<file path="src/rtl/rbsi_pkg.sv">
`timescale 1ns / 1ps
// ----------------------------------------------------------------------------
// rbsi_pkg: shared types and float helpers for the ray/box slab test
// Single-precision unpack, align/add, multiply, normalize and round-to-nearest-
// even packing, plus the ordered compare used by the slab min/max logic.
// ----------------------------------------------------------------------------
package rbsi_pkg;

	localparam int DIV_STEPS = 28;
	localparam int LANE_LAT  = DIV_STEPS + 6;
	localparam int MERGE_LAT = 3;
	localparam int TOTAL_LAT = LANE_LAT + MERGE_LAT;

	localparam logic [31:0] QNAN     = 32'h7FC0_0000;
	localparam logic [31:0] POS_ZERO = 32'h0000_0000;
	localparam logic [23:0] DIV_SEED = 24'h40_0000;

	typedef struct packed {
		logic [31:0] t_entry;
		logic [31:0] t_exit;
	} slab_t;

	typedef struct packed {
		logic               special;
		logic [31:0]        sval;
		logic               sign;
		logic signed [10:0] exp;
		logic [27:0]        sum;
	} add_raw_t;

	typedef struct packed {
		logic               special;
		logic [31:0]        sval;
		logic               sign;
		logic signed [10:0] exp;
		logic [23:0]        m;
	} div_in_t;

	typedef struct packed {
		logic               special;
		logic [31:0]        sval;
		logic               sign;
		logic signed [10:0] exp;
		logic [47:0]        prod;
	} mul_raw_t;

	typedef struct packed {
		logic               special;
		logic [31:0]        sval;
		logic               sign;
		logic signed [10:0] exp;
		logic [26:0]        sig;
	} mul_norm_t;

	function automatic logic [5:0] lead_zeros(input logic [47:0] v);
		logic [5:0] cnt;
		cnt = 6'd48;
		for (int i = 0; i < 48; i++) begin
			if (v[i]) cnt = 6'(47 - i);
		end
		return cnt;
	endfunction

	// sig[26] is the hidden bit at biased exponent exp; sig[2:0] guard/round/sticky
	function automatic logic [31:0] round_pack(input logic sign, input logic signed [10:0] exp,
			input logic [26:0] sig);
		logic signed [10:0] sh_full;
		logic [4:0]         sh;
		logic [26:0]        s;
		logic [26:0]        lost;
		logic [7:0]         ef;
		logic               inc;
		logic [30:0]        mag;
		logic [31:0]        res;
		sh_full = 11'sd1 - exp;
		sh      = sh_full[4:0];
		s       = sig;
		lost    = '0;
		ef      = '0;
		inc     = 1'b0;
		mag     = '0;
		if (exp >= 11'sd255) begin
			res = {sign, 8'hFF, 23'd0};
		end else begin
			if (exp < 11'sd1) begin
				if (sh_full >= 11'sd27) begin
					s = {26'd0, |sig};
				end else begin
					lost = sig << (5'd27 - sh);
					s    = sig >> sh;
					s[0] = s[0] | (|lost);
				end
				ef = 8'd0;
			end else begin
				ef = exp[7:0] - 8'd1;
			end
			inc = s[2] & (s[1] | s[0] | s[3]);
			mag = {ef, 23'd0} + {7'd0, s[26:3]} + {30'd0, inc};
			res = {sign, mag};
		end
		return res;
	endfunction

	function automatic logic is_nan(input logic [31:0] a);
		return (a[30:23] == 8'hFF) && (a[22:0] != 23'd0);
	endfunction

	function automatic logic is_inf(input logic [31:0] a);
		return (a[30:23] == 8'hFF) && (a[22:0] == 23'd0);
	endfunction

	function automatic logic is_zero(input logic [31:0] a);
		return a[30:0] == 31'd0;
	endfunction

	// a + b, first half: specials, swap, align, add
	function automatic add_raw_t add_pre(input logic [31:0] a, input logic [31:0] b);
		add_raw_t    r;
		logic [31:0] x;
		logic [31:0] y;
		logic [7:0]  ex;
		logic [7:0]  ey;
		logic [7:0]  d;
		logic [26:0] mx;
		logic [26:0] my;
		logic [26:0] my_al;
		logic [26:0] lost;
		r       = '0;
		x       = a;
		y       = b;
		lost    = '0;
		if (a[30:0] < b[30:0]) begin
			x = b;
			y = a;
		end
		ex    = (x[30:23] == 8'd0) ? 8'd1 : x[30:23];
		ey    = (y[30:23] == 8'd0) ? 8'd1 : y[30:23];
		mx    = {x[30:23] != 8'd0, x[22:0], 3'b000};
		my    = {y[30:23] != 8'd0, y[22:0], 3'b000};
		d     = ex - ey;
		my_al = my;
		if (d >= 8'd27) begin
			my_al = {26'd0, |my};
		end else begin
			lost     = my << (5'd27 - d[4:0]);
			my_al    = my >> d[4:0];
			my_al[0] = my_al[0] | (|lost);
		end
		r.sign = x[31];
		r.exp  = $signed({3'b000, ex});
		if (x[31] ^ y[31]) r.sum = {1'b0, mx} - {1'b0, my_al};
		else               r.sum = {1'b0, mx} + {1'b0, my_al};

		if (is_nan(a) || is_nan(b) || (is_inf(a) && is_inf(b) && (a[31] != b[31]))) begin
			r.special = 1'b1;
			r.sval    = QNAN;
		end else if (is_inf(a)) begin
			r.special = 1'b1;
			r.sval    = a;
		end else if (is_inf(b)) begin
			r.special = 1'b1;
			r.sval    = b;
		end else if (is_zero(a) && is_zero(b)) begin
			r.special = 1'b1;
			r.sval    = {a[31] & b[31], 31'd0};
		end else if (is_zero(a)) begin
			r.special = 1'b1;
			r.sval    = b;
		end else if (is_zero(b)) begin
			r.special = 1'b1;
			r.sval    = a;
		end else if (r.sum == 28'd0) begin
			r.special = 1'b1;
			r.sval    = POS_ZERO;
		end
		return r;
	endfunction

	// a + b, second half: normalize and round
	function automatic logic [31:0] add_post(input add_raw_t r);
		logic [5:0]         lz;
		logic [26:0]        sig;
		logic signed [10:0] exp;
		logic [31:0]        res;
		lz = lead_zeros({r.sum[26:0], 21'd0});
		if (r.sum[27]) begin
			sig = {r.sum[27:2], r.sum[1] | r.sum[0]};
			exp = r.exp + 11'sd1;
		end else begin
			sig = r.sum[26:0] << lz;
			exp = r.exp - $signed({5'b00000, lz});
		end
		if (r.special) res = r.sval;
		else           res = round_pack(r.sign, exp, sig);
		return res;
	endfunction

	function automatic div_in_t recip_pre(input logic [31:0] d);
		div_in_t     r;
		logic [23:0] mraw;
		logic [7:0]  eb;
		logic [5:0]  lz;
		r    = '0;
		mraw = {d[30:23] != 8'd0, d[22:0]};
		eb   = (d[30:23] == 8'd0) ? 8'd1 : d[30:23];
		lz   = lead_zeros({mraw, 24'd0});
		r.sign = d[31];
		r.m    = mraw << lz;
		r.exp  = $signed({3'b000, eb}) - $signed({5'b00000, lz});
		if (is_nan(d)) begin
			r.special = 1'b1;
			r.sval    = QNAN;
		end else if (is_inf(d)) begin
			r.special = 1'b1;
			r.sval    = {d[31], 31'd0};
		end else if (is_zero(d)) begin
			r.special = 1'b1;
			r.sval    = {d[31], 8'hFF, 23'd0};
		end
		return r;
	endfunction

	// one restoring step of 2^50 / m, quotient bit shifted in at the bottom
	function automatic logic [51:0] div_step(input logic [27:0] q, input logic [23:0] rem,
			input logic [23:0] m);
		logic [24:0] r;
		logic [27:0] qn;
		logic [23:0] rn;
		r = {rem, 1'b0};
		if (r >= {1'b0, m}) begin
			qn = {q[26:0], 1'b1};
			rn = 24'(r - {1'b0, m});
		end else begin
			qn = {q[26:0], 1'b0};
			rn = r[23:0];
		end
		return {qn, rn};
	endfunction

	function automatic logic [31:0] recip_post(input div_in_t p, input logic [27:0] q,
			input logic sticky);
		logic signed [10:0] exp;
		logic [26:0]        sig;
		logic [31:0]        res;
		if (q[27]) begin
			exp = 11'sd254 - p.exp;
			sig = q[27:1];
		end else begin
			exp = 11'sd253 - p.exp;
			sig = {q[26:1], q[0] | sticky};
		end
		if (p.special) res = p.sval;
		else           res = round_pack(p.sign, exp, sig);
		return res;
	endfunction

	function automatic mul_raw_t mul_pre(input logic [31:0] a, input logic [31:0] b);
		mul_raw_t    r;
		logic [23:0] ma;
		logic [23:0] mb;
		logic [7:0]  ea;
		logic [7:0]  eb;
		r    = '0;
		ma   = {a[30:23] != 8'd0, a[22:0]};
		mb   = {b[30:23] != 8'd0, b[22:0]};
		ea   = (a[30:23] == 8'd0) ? 8'd1 : a[30:23];
		eb   = (b[30:23] == 8'd0) ? 8'd1 : b[30:23];
		r.sign = a[31] ^ b[31];
		r.prod = ma * mb;
		r.exp  = $signed({3'b000, ea}) + $signed({3'b000, eb}) - 11'sd126;
		if (is_nan(a) || is_nan(b) || (is_inf(a) && is_zero(b)) || (is_zero(a) && is_inf(b)))
				begin
			r.special = 1'b1;
			r.sval    = QNAN;
		end else if (is_inf(a) || is_inf(b)) begin
			r.special = 1'b1;
			r.sval    = {r.sign, 8'hFF, 23'd0};
		end else if (is_zero(a) || is_zero(b)) begin
			r.special = 1'b1;
			r.sval    = {r.sign, 31'd0};
		end
		return r;
	endfunction

	function automatic mul_norm_t mul_norm(input mul_raw_t r);
		mul_norm_t   n;
		logic [5:0]  lz;
		logic [47:0] p;
		lz        = lead_zeros(r.prod);
		p         = r.prod << lz;
		n.special = r.special;
		n.sval    = r.sval;
		n.sign    = r.sign;
		n.exp     = r.exp - $signed({5'b00000, lz});
		n.sig     = {p[47:22], |p[21:0]};
		return n;
	endfunction

	function automatic logic [31:0] mul_post(input mul_norm_t n);
		logic [31:0] res;
		if (n.special) res = n.sval;
		else           res = round_pack(n.sign, n.exp, n.sig);
		return res;
	endfunction

	function automatic logic [31:0] fp_key(input logic [31:0] a);
		return a[31] ? ~a : {1'b1, a[30:0]};
	endfunction

	// IEEE a < b: false on NaN, signed zeros equal
	function automatic logic fp_lt(input logic [31:0] a, input logic [31:0] b);
		logic res;
		if (is_nan(a) || is_nan(b))          res = 1'b0;
		else if (is_zero(a) && is_zero(b))   res = 1'b0;
		else                                 res = fp_key(a) < fp_key(b);
		return res;
	endfunction

endpackage

</file>
<file path="src/rtl/rbsi_merge.sv">
`timescale 1ns / 1ps
// ----------------------------------------------------------------------------
// rbsi_merge: combines the three axis slabs
// Near = latest entry, far = earliest exit, then miss test and hit distance.
// ----------------------------------------------------------------------------
module rbsi_merge (
	input  logic            clk,
	input  logic            en,
	input  rbsi_pkg::slab_t slab_x,
	input  rbsi_pkg::slab_t slab_y,
	input  rbsi_pkg::slab_t slab_z,
	output logic            hit,
	output logic [31:0]     hit_distance
);
	import rbsi_pkg::*;

	logic [31:0] near_s1;
	logic [31:0] far_s1;
	slab_t       z_s1;
	logic [31:0] near_s2;
	logic [31:0] far_s2;
	logic        hit_s3;
	logic [31:0] dist_s3;

	logic        miss;
	logic [31:0] sel_dist;

	always_comb begin
		miss     = fp_lt(far_s2, near_s2) || fp_lt(far_s2, POS_ZERO);
		sel_dist = fp_lt(near_s2, POS_ZERO) ? far_s2 : near_s2;
		if (is_nan(sel_dist)) sel_dist = QNAN;
	end

	always_ff @(posedge clk) begin
		if (en) begin
			near_s1 <= fp_lt(slab_x.t_entry, slab_y.t_entry) ? slab_y.t_entry : slab_x.t_entry;
			far_s1  <= fp_lt(slab_y.t_exit, slab_x.t_exit) ? slab_y.t_exit : slab_x.t_exit;
			z_s1    <= slab_z;

			near_s2 <= fp_lt(near_s1, z_s1.t_entry) ? z_s1.t_entry : near_s1;
			far_s2  <= fp_lt(z_s1.t_exit, far_s1) ? z_s1.t_exit : far_s1;

			hit_s3  <= ~miss;
			dist_s3 <= miss ? POS_ZERO : sel_dist;
		end
	end

	assign hit          = hit_s3;
	assign hit_distance = dist_s3;

endmodule
</file>
<file path="config.mk">
export PLATFORM = sky130hd
export DESIGN_NAME = rbsi_merge
export DESIGN_NICKNAME = d
export VERILOG_FILES = /design/src/rtl/rbsi_pkg.sv /design/src/rtl/rbsi_merge.sv
export SDC_FILE = /design/constraint.sdc
export NUM_CORES = 1
export LEC_CHECK = 0
export ABC_AREA = 1
export BUFFER_PORTS_ARGS = -buffer_cell sky130_fd_sc_hd__buf_2
export CAP_MARGIN = 30
export CORE_MARGIN = 5
export CORE_UTILIZATION = 59
export CTS_CLUSTER_DIAMETER = 50
export DETAILED_ROUTE_END_ITERATION = 8
export MAX_ROUTING_LAYER = met4
export PLACE_DENSITY = 0.81
export SLEW_MARGIN = 0
export SYNTH_ARGS = -nofsm -noshare
export SYNTH_HDL_FRONTEND = slang
export SYNTH_SLANG_ARGS = --single-unit
</file>
<file path="constraint.sdc">
create_clock -name clk -period 4.5 [get_ports clk]
set_clock_uncertainty 0.2 [all_clocks]
set_input_delay 0.9 -clock clk [delete_from_list [all_inputs] [get_ports clk]]
set_output_delay 0.9 -clock clk [all_outputs]
set_load 0.02 [all_outputs]
</file>
== Yosys cells after proc, flatten, opt, wreduce, memory -nomap -nowiden ==
Cells that the tools add are included.
W data, S select, Z words.
Word-level totals
  memories: 0
  memory bits (writable): 0
  logic and storage cells: 116
  latch bits: 0
  register bits after elaboration: 225
  memory bits (read-only): 0
Cells by class
  magnitude comparators: 7
  bitwise operators: 11
  eq/ne operators: 11
  add/sub/neg operators: 0
  multiplexer cells: 34
  divide/modulo/power cells: 0
  reduce and logical (&&, ||, !) cells: 44
  shift operators: 0
  multiply operators: 0
Operators by type and width (number)
  $mux W32: 15
  $not A32 Y32: 10
  $logic_not A31 Y1: 10
  $reduce_bool A23 Y1: 11
  $lt A32 B32 Y1: 5
  $eq A8 B8 Y1 const B: 11
  $lt A32 B32 Y1 const B: 2
  $mux W31: 1
  $mux W1: 18
  $logic_and A1 B1 Y1: 16
  $logic_or A1 B1 Y1: 6
  $reduce_or A2 Y1: 1
  $not A1 Y1: 1

== Longest topological paths before layout ==
  depth after elaboration: 9
  gate-level depth with buffers: 19
  depth with buffers taken out: 17

== Worst setup path after synthesis ==
OpenSTA, ideal clock, no wires.
  path type: input to register
  start point: input slab_y[63] in the netlist's numbering
  end point: register near_s1[10], data pin
  stages: 13
  buffers on the path: 3
  required time: 4.047 ns
  setup time: 0.253 ns
  slack: 0.890 ns
  arrival time: 3.157 ns
  cells stage by stage: clkbuf_1 buf_1 xnor2_1 ha_1 a21oi_1 o21ai_0 a221oi_1 o21ai_0 nor2_1 nand2_1 clkbuf_1 nand2_1 nand2_1
Between the ends
  longest elaborated chain between the ends: 7
RTL lines
  start, declared: line rbsi_merge.sv:10  | input rbsi_pkg::slab_t slab_y,
  $not A32 Y32: line rbsi_pkg.sv:307  | return a[31] ? ~a : {1'b1, a[30:0]};
  $mux W32 (*): line rbsi_pkg.sv:307
  $lt A32 B32 Y1 (*): line rbsi_pkg.sv:315  | else res = fp_key(a) < fp_key(b);
  $mux W1 (*): line rbsi_pkg.sv:314  | else if (is_zero(a) && is_zero(b)) res = 1'b0;
  $mux W1 (*): line rbsi_pkg.sv:313  | if (is_nan(a) || is_nan(b)) res = 1'b0;
  $mux W1 (*): line rbsi_merge.sv:35  | if (en) begin
  $mux W32 (*): line rbsi_merge.sv:36  | near_s1 <= fp_lt(slab_x.t_entry, slab_y.t_entry) ? slab_y.t_entry : slab_x.t_entry;
  end signal, assigned: line rbsi_merge.sv:36
  end, declared: line rbsi_merge.sv:17  | logic [31:0] near_s1;
Mark *: on every way between the ends. The rest lies on a longest branch, timed or not. The select of a mux whose other input is x is not followed.
A chain may end at the register's enable or synchronous reset.

== Worst setup path in the final report ==
  start point: register z_s1[31] in the netlist's numbering
  end point: register far_s2[11], data pin
Between the ends
  longest elaborated chain between the ends: 7
RTL lines
  start, declared: line rbsi_merge.sv:19  | slab_t z_s1;
  start signal, assigned: line rbsi_merge.sv:38  | z_s1 <= slab_z;
  $not A32 Y32: line rbsi_pkg.sv:307
  $mux W32 (*): line rbsi_pkg.sv:307
  $lt A32 B32 Y1 (*): line rbsi_pkg.sv:315
  $mux W1 (*): line rbsi_pkg.sv:314
  $mux W1 (*): line rbsi_pkg.sv:313
  $mux W1 (*): line rbsi_merge.sv:35
  $mux W32 (*): line rbsi_merge.sv:41  | far_s2 <= fp_lt(z_s1.t_exit, far_s1) ? z_s1.t_exit : far_s1;
  end signal, assigned: line rbsi_merge.sv:41
  end, declared: line rbsi_merge.sv:21  | logic [31:0] far_s2;
Marked as above.

==> out/metrics.yaml <==
outcome:
  run_status: "finished, final reports clean"
synth:
  netlist.area_leader.share: 0.402
  ys_ff_latch: 225
  synthesis.area_um2: 16800
  ys_seq_area_frac: 0.402
  proportion_of_synthesized_flip_flops_having_asynchronous_set_or_reset: 0
  synth.most_common_cell: "sky130_fd_sc_hd__nand2_1"
  synth.distinct_cells: 38
  number_of_enable_flip_flop_cells_after_synthesis: 225
  synth_nets: 2240
  synth_area_leaders: "sky130_fd_sc_hd__edfxtp_1, sky130_fd_sc_hd__ha_1, sky130_fd_sc_hd__nand2_1"
  library_cell_with_the_largest_summed_area_after_synthesis: "sky130_fd_sc_hd__edfxtp_1"
  synthesis.area_per_instance_um2: 8.88
  synth.yosys.warnings: 0
  post_synth_most_frequent_cells: "sky130_fd_sc_hd__nand2_1, sky130_fd_sc_hd__edfxtp_1, sky130_fd_sc_hd__nand3_1"
  dominantRegCellSynth: "sky130_fd_sc_hd__edfxtp_1"
  synth_cells: 1891
critical_path:
  startpoint: "z_s1[31]"
  critPathKind: "reg2reg"
  worst_r2r_endpoint: "far_s2[11]"
  critPathCapture: "far_s2[11]"
  worstPathCellList: "xor2_1 > ha_1 > a21oi_1 > nor2_1 > a211oi_1 > nor2_1 > nor3_1 > nand3_1 > nand2_1 > nand2_1 > nand2_1 > buf_4 > nand2_1 > nand2_1 > nand2_1"
  crit-reg2reg-launch: "z_s1[31]"
  timing.critical_path.slowest_stage_cell: "sky130_fd_sc_hd__edfxtp_1"
  crit_fanout: 33
  largest_incremental_delay_on_the_critical_path_ns: 0.82
  critical_path.endpoint_type: "flip-flop"
  timing.critical_path.required_ns: 4.57
  critical-path-top-cell-by-count: "sky130_fd_sc_hd__nand2_1"
  setup.worst_path.start_class: "flip-flop"
  worstPathArrival_ns: 4.13
  regToRegSetupSlack_ns: 0.44
  timing.reg2reg.worst_path_depth: 15
global_route:
  global_route.overflow_total: 0
  global_router_s_overall_resource_usage: 0.265
  first_pass_grt_wire_length_um: 67300
  antenna_found_initial: 1
  number_of_global_route_vias_before_repair: 13473
  pin_count_of_the_biggest_net_entering_global_routing: 79
clock_tree:
  clock_path_buffers: 3
  htreeDepth: 1
  postcts_resize_cnt: 0
  cts-root-buf: "sky130_fd_sc_hd__clkbuf_16"
  post_cts_buffers: 0
  holdBufCountCts: 0
  numCtsBuffers: 25
  tritoncts: "yes"
  clk_pin_slew_ns: 0.06
  cts_num_sinks: 225
  clock_latency_ns: 0.52
finish:
  nNetsFinal: 2435
  post_route_cells_drive_above_1_share: 0.154
  finalNonFillerCells: 2484
  final_design_area_no_fill_um2: 19200
  areaGrowthSynthToFinish_pct: 14.2
floorplanning:
  pin_count: 227
  start_util: 0.601
  die_width_um: 179
  die-area_um2: 31900
  coreArea_um2: 27900
  fp.dieH_um: 179
  num_rows: 61
power_and_ir_drop:
  static_power_due_to_leakage_nw: 8.48
  power.total_w: 0.00836
  power_frac_seq: 0.374
  clock_group_share_of_total_power: 0.257
  pwr-share-comb: 0.369
  internal_w: 0.00532
  power.ir.vdd_worst_mv: 0.251
  p_switching_w: 0.00304
  cellPowerDensity_nw_per_um2: 436
  switching_share: 0.363
routing:
  first_iter_violations: 1212
  routed_wire_length_um: 41600
  detailroute.via_count: 14060
  drc_errors: 0
  route.detailed.wl_per_inst_um: 16.8
  antenna_violating_nets_post_route: 0
  post_drt_via_cell_ratio: 5.66
  drt_first_pass_iters: 5
timing:
  worst_slew_margin_rel: 0.328
  slew_viol_final: 0
  timing.final.crit_period_ns: 4.06
  setup_viol: 0
  hold_viol_final: 0
  rsz0062_at_grt: "no"
  final.setup.tns_ns: 0
  maxClockFrequency_mhz: 246
  worst_pin_slew_ns: 1.01
  post-route-worst-setup-slack_ns: 0.442
  period_share: 0.902
placement:
  dpl.hpwl_um: 32200
  gp_congestion: 0.941
  place_ws_ns: 0.471
  portBuffers: 226
  dp_cells: 2437
  postPlaceCellArea_um2: 18300
hold_path:
  hp_class: "in2reg"
  hp-start: "slab_z[13]"
  number_of_instances_on_the_worst_hold_path: 1
flow_run:
  cap_viol_max_count: 0
-- registers in the layout, summed over array words and instances, names as in the netlist --
signal and cells:
far_s1 32, near_s2 32, far_s2 32, near_s1 32, z_s1 64, hit 1, hit_distance 32
-- critical path: cells and delay by family (launching register included) --
| kind | cells | cell delay (ns) |
|---|---|---|
| AO/OA/AOI/OAI | 2 | 0.34 |
| XOR/XNOR | 1 | 0.17 |
| adder cells (fa/ha/maj) | 1 | 0.36 |
| buffers and inverters | 1 | 0.30 |
| flip-flops | 1 | 0.82 |
| AND/OR/NAND/NOR | 10 | 1.59 |
-- routing by layer --
layer	track usage	up-vias	share of wire
li1	-	6885	-
met1	0.357	6523	0.44
met2	0.435	555	0.48
met4	0.0678	0	0.025
met5	-	-	0
met3	0.0270	97	0.062
-- cell usage in the layout (no fill, tap or decap), types with 2 or more instances in the layout --
cell	count
sky130_fd_sc_hd__inv_6	2
sky130_fd_sc_hd__a211oi_1	12
sky130_fd_sc_hd__nor4_1	58
sky130_fd_sc_hd__nand2_2	2
sky130_fd_sc_hd__edfxtp_1	225
sky130_fd_sc_hd__nor2_1	96
sky130_fd_sc_hd__nand4_1	36
sky130_fd_sc_hd__nor3_1	23
sky130_fd_sc_hd__buf_2	225
sky130_fd_sc_hd__o21ai_1	11
sky130_fd_sc_hd__inv_1	89
sky130_fd_sc_hd__nand2_1	470
sky130_fd_sc_hd__nor2_2	26
sky130_fd_sc_hd__buf_4	24
sky130_fd_sc_hd__nand3b_1	13
sky130_fd_sc_hd__a21oi_1	66
sky130_fd_sc_hd__o21ai_0	27
sky130_fd_sc_hd__bufinv_16	5
sky130_fd_sc_hd__a31oi_1	3
sky130_fd_sc_hd__xnor2_1	154
sky130_fd_sc_hd__clkinv_4	3
sky130_fd_sc_hd__ha_1	155
sky130_fd_sc_hd__nand3_1	170
sky130_fd_sc_hd__clkbuf_16	25
sky130_fd_sc_hd__clkinv_2	2
sky130_fd_sc_hd__clkbuf_1	2
sky130_fd_sc_hd__buf_12	3
sky130_fd_sc_hd__or4_1	2
sky130_fd_sc_hd__clkinv_1	5
sky130_fd_sc_hd__xor2_1	154
-- metrics by stage --
stage,hold slack (ns),util
floorplan,0.357,-
global placement,0.386,0.655
detailed placement,0.398,0.655
CTS,0.327,0.686
global route,0.329,0.687
finish,0.350,0.687
-- power groups by stage --
stage	sequential [W]	combinational, W	clock [W]
after CTS	0.00312	0.00307	0.00219
final	0.00313	0.00308	0.00215
after global routing	0.00315	0.00353	0.00227
after floorplan	0.00309	0.00223	0
after detailed placement	0.00316	0.00303	0
after global placement	0.00315	0.00289	0
-- final cells by class --
class	count	area (um^2)
antenna	1	2.50
clock buffer	27	633
clock inverter	19	250
fill	2211	8760
inverter	89	334
multi-input combinational	1492	9350
sequential	225	6760
tap	378	473
timing repair buffer	253	1380
-- how the worst min path moves through the flow --
| stage | to |
|---|---|
| floorplan | near_s2[23] |
| global placement | far_s2[5] |
| detailed placement | far_s2[6] |
| CTS | z_s1[17] |
| global route | z_s1[50] |
| finish | z_s1[13] |
-- cell families after synthesis --
logic type / count (synthesis) / synth area share
AND/OR/NAND/NOR: 901 / 0.238
adder cells (fa/ha/maj): 155 / 0.115
AO/OA/AOI/OAI: 128 / 0.0419
buffers and inverters: 174 / 0.0417
XOR/XNOR: 308 / 0.161
flip-flops: 225 / 0.402
Power figures use the tool's default switching activity.
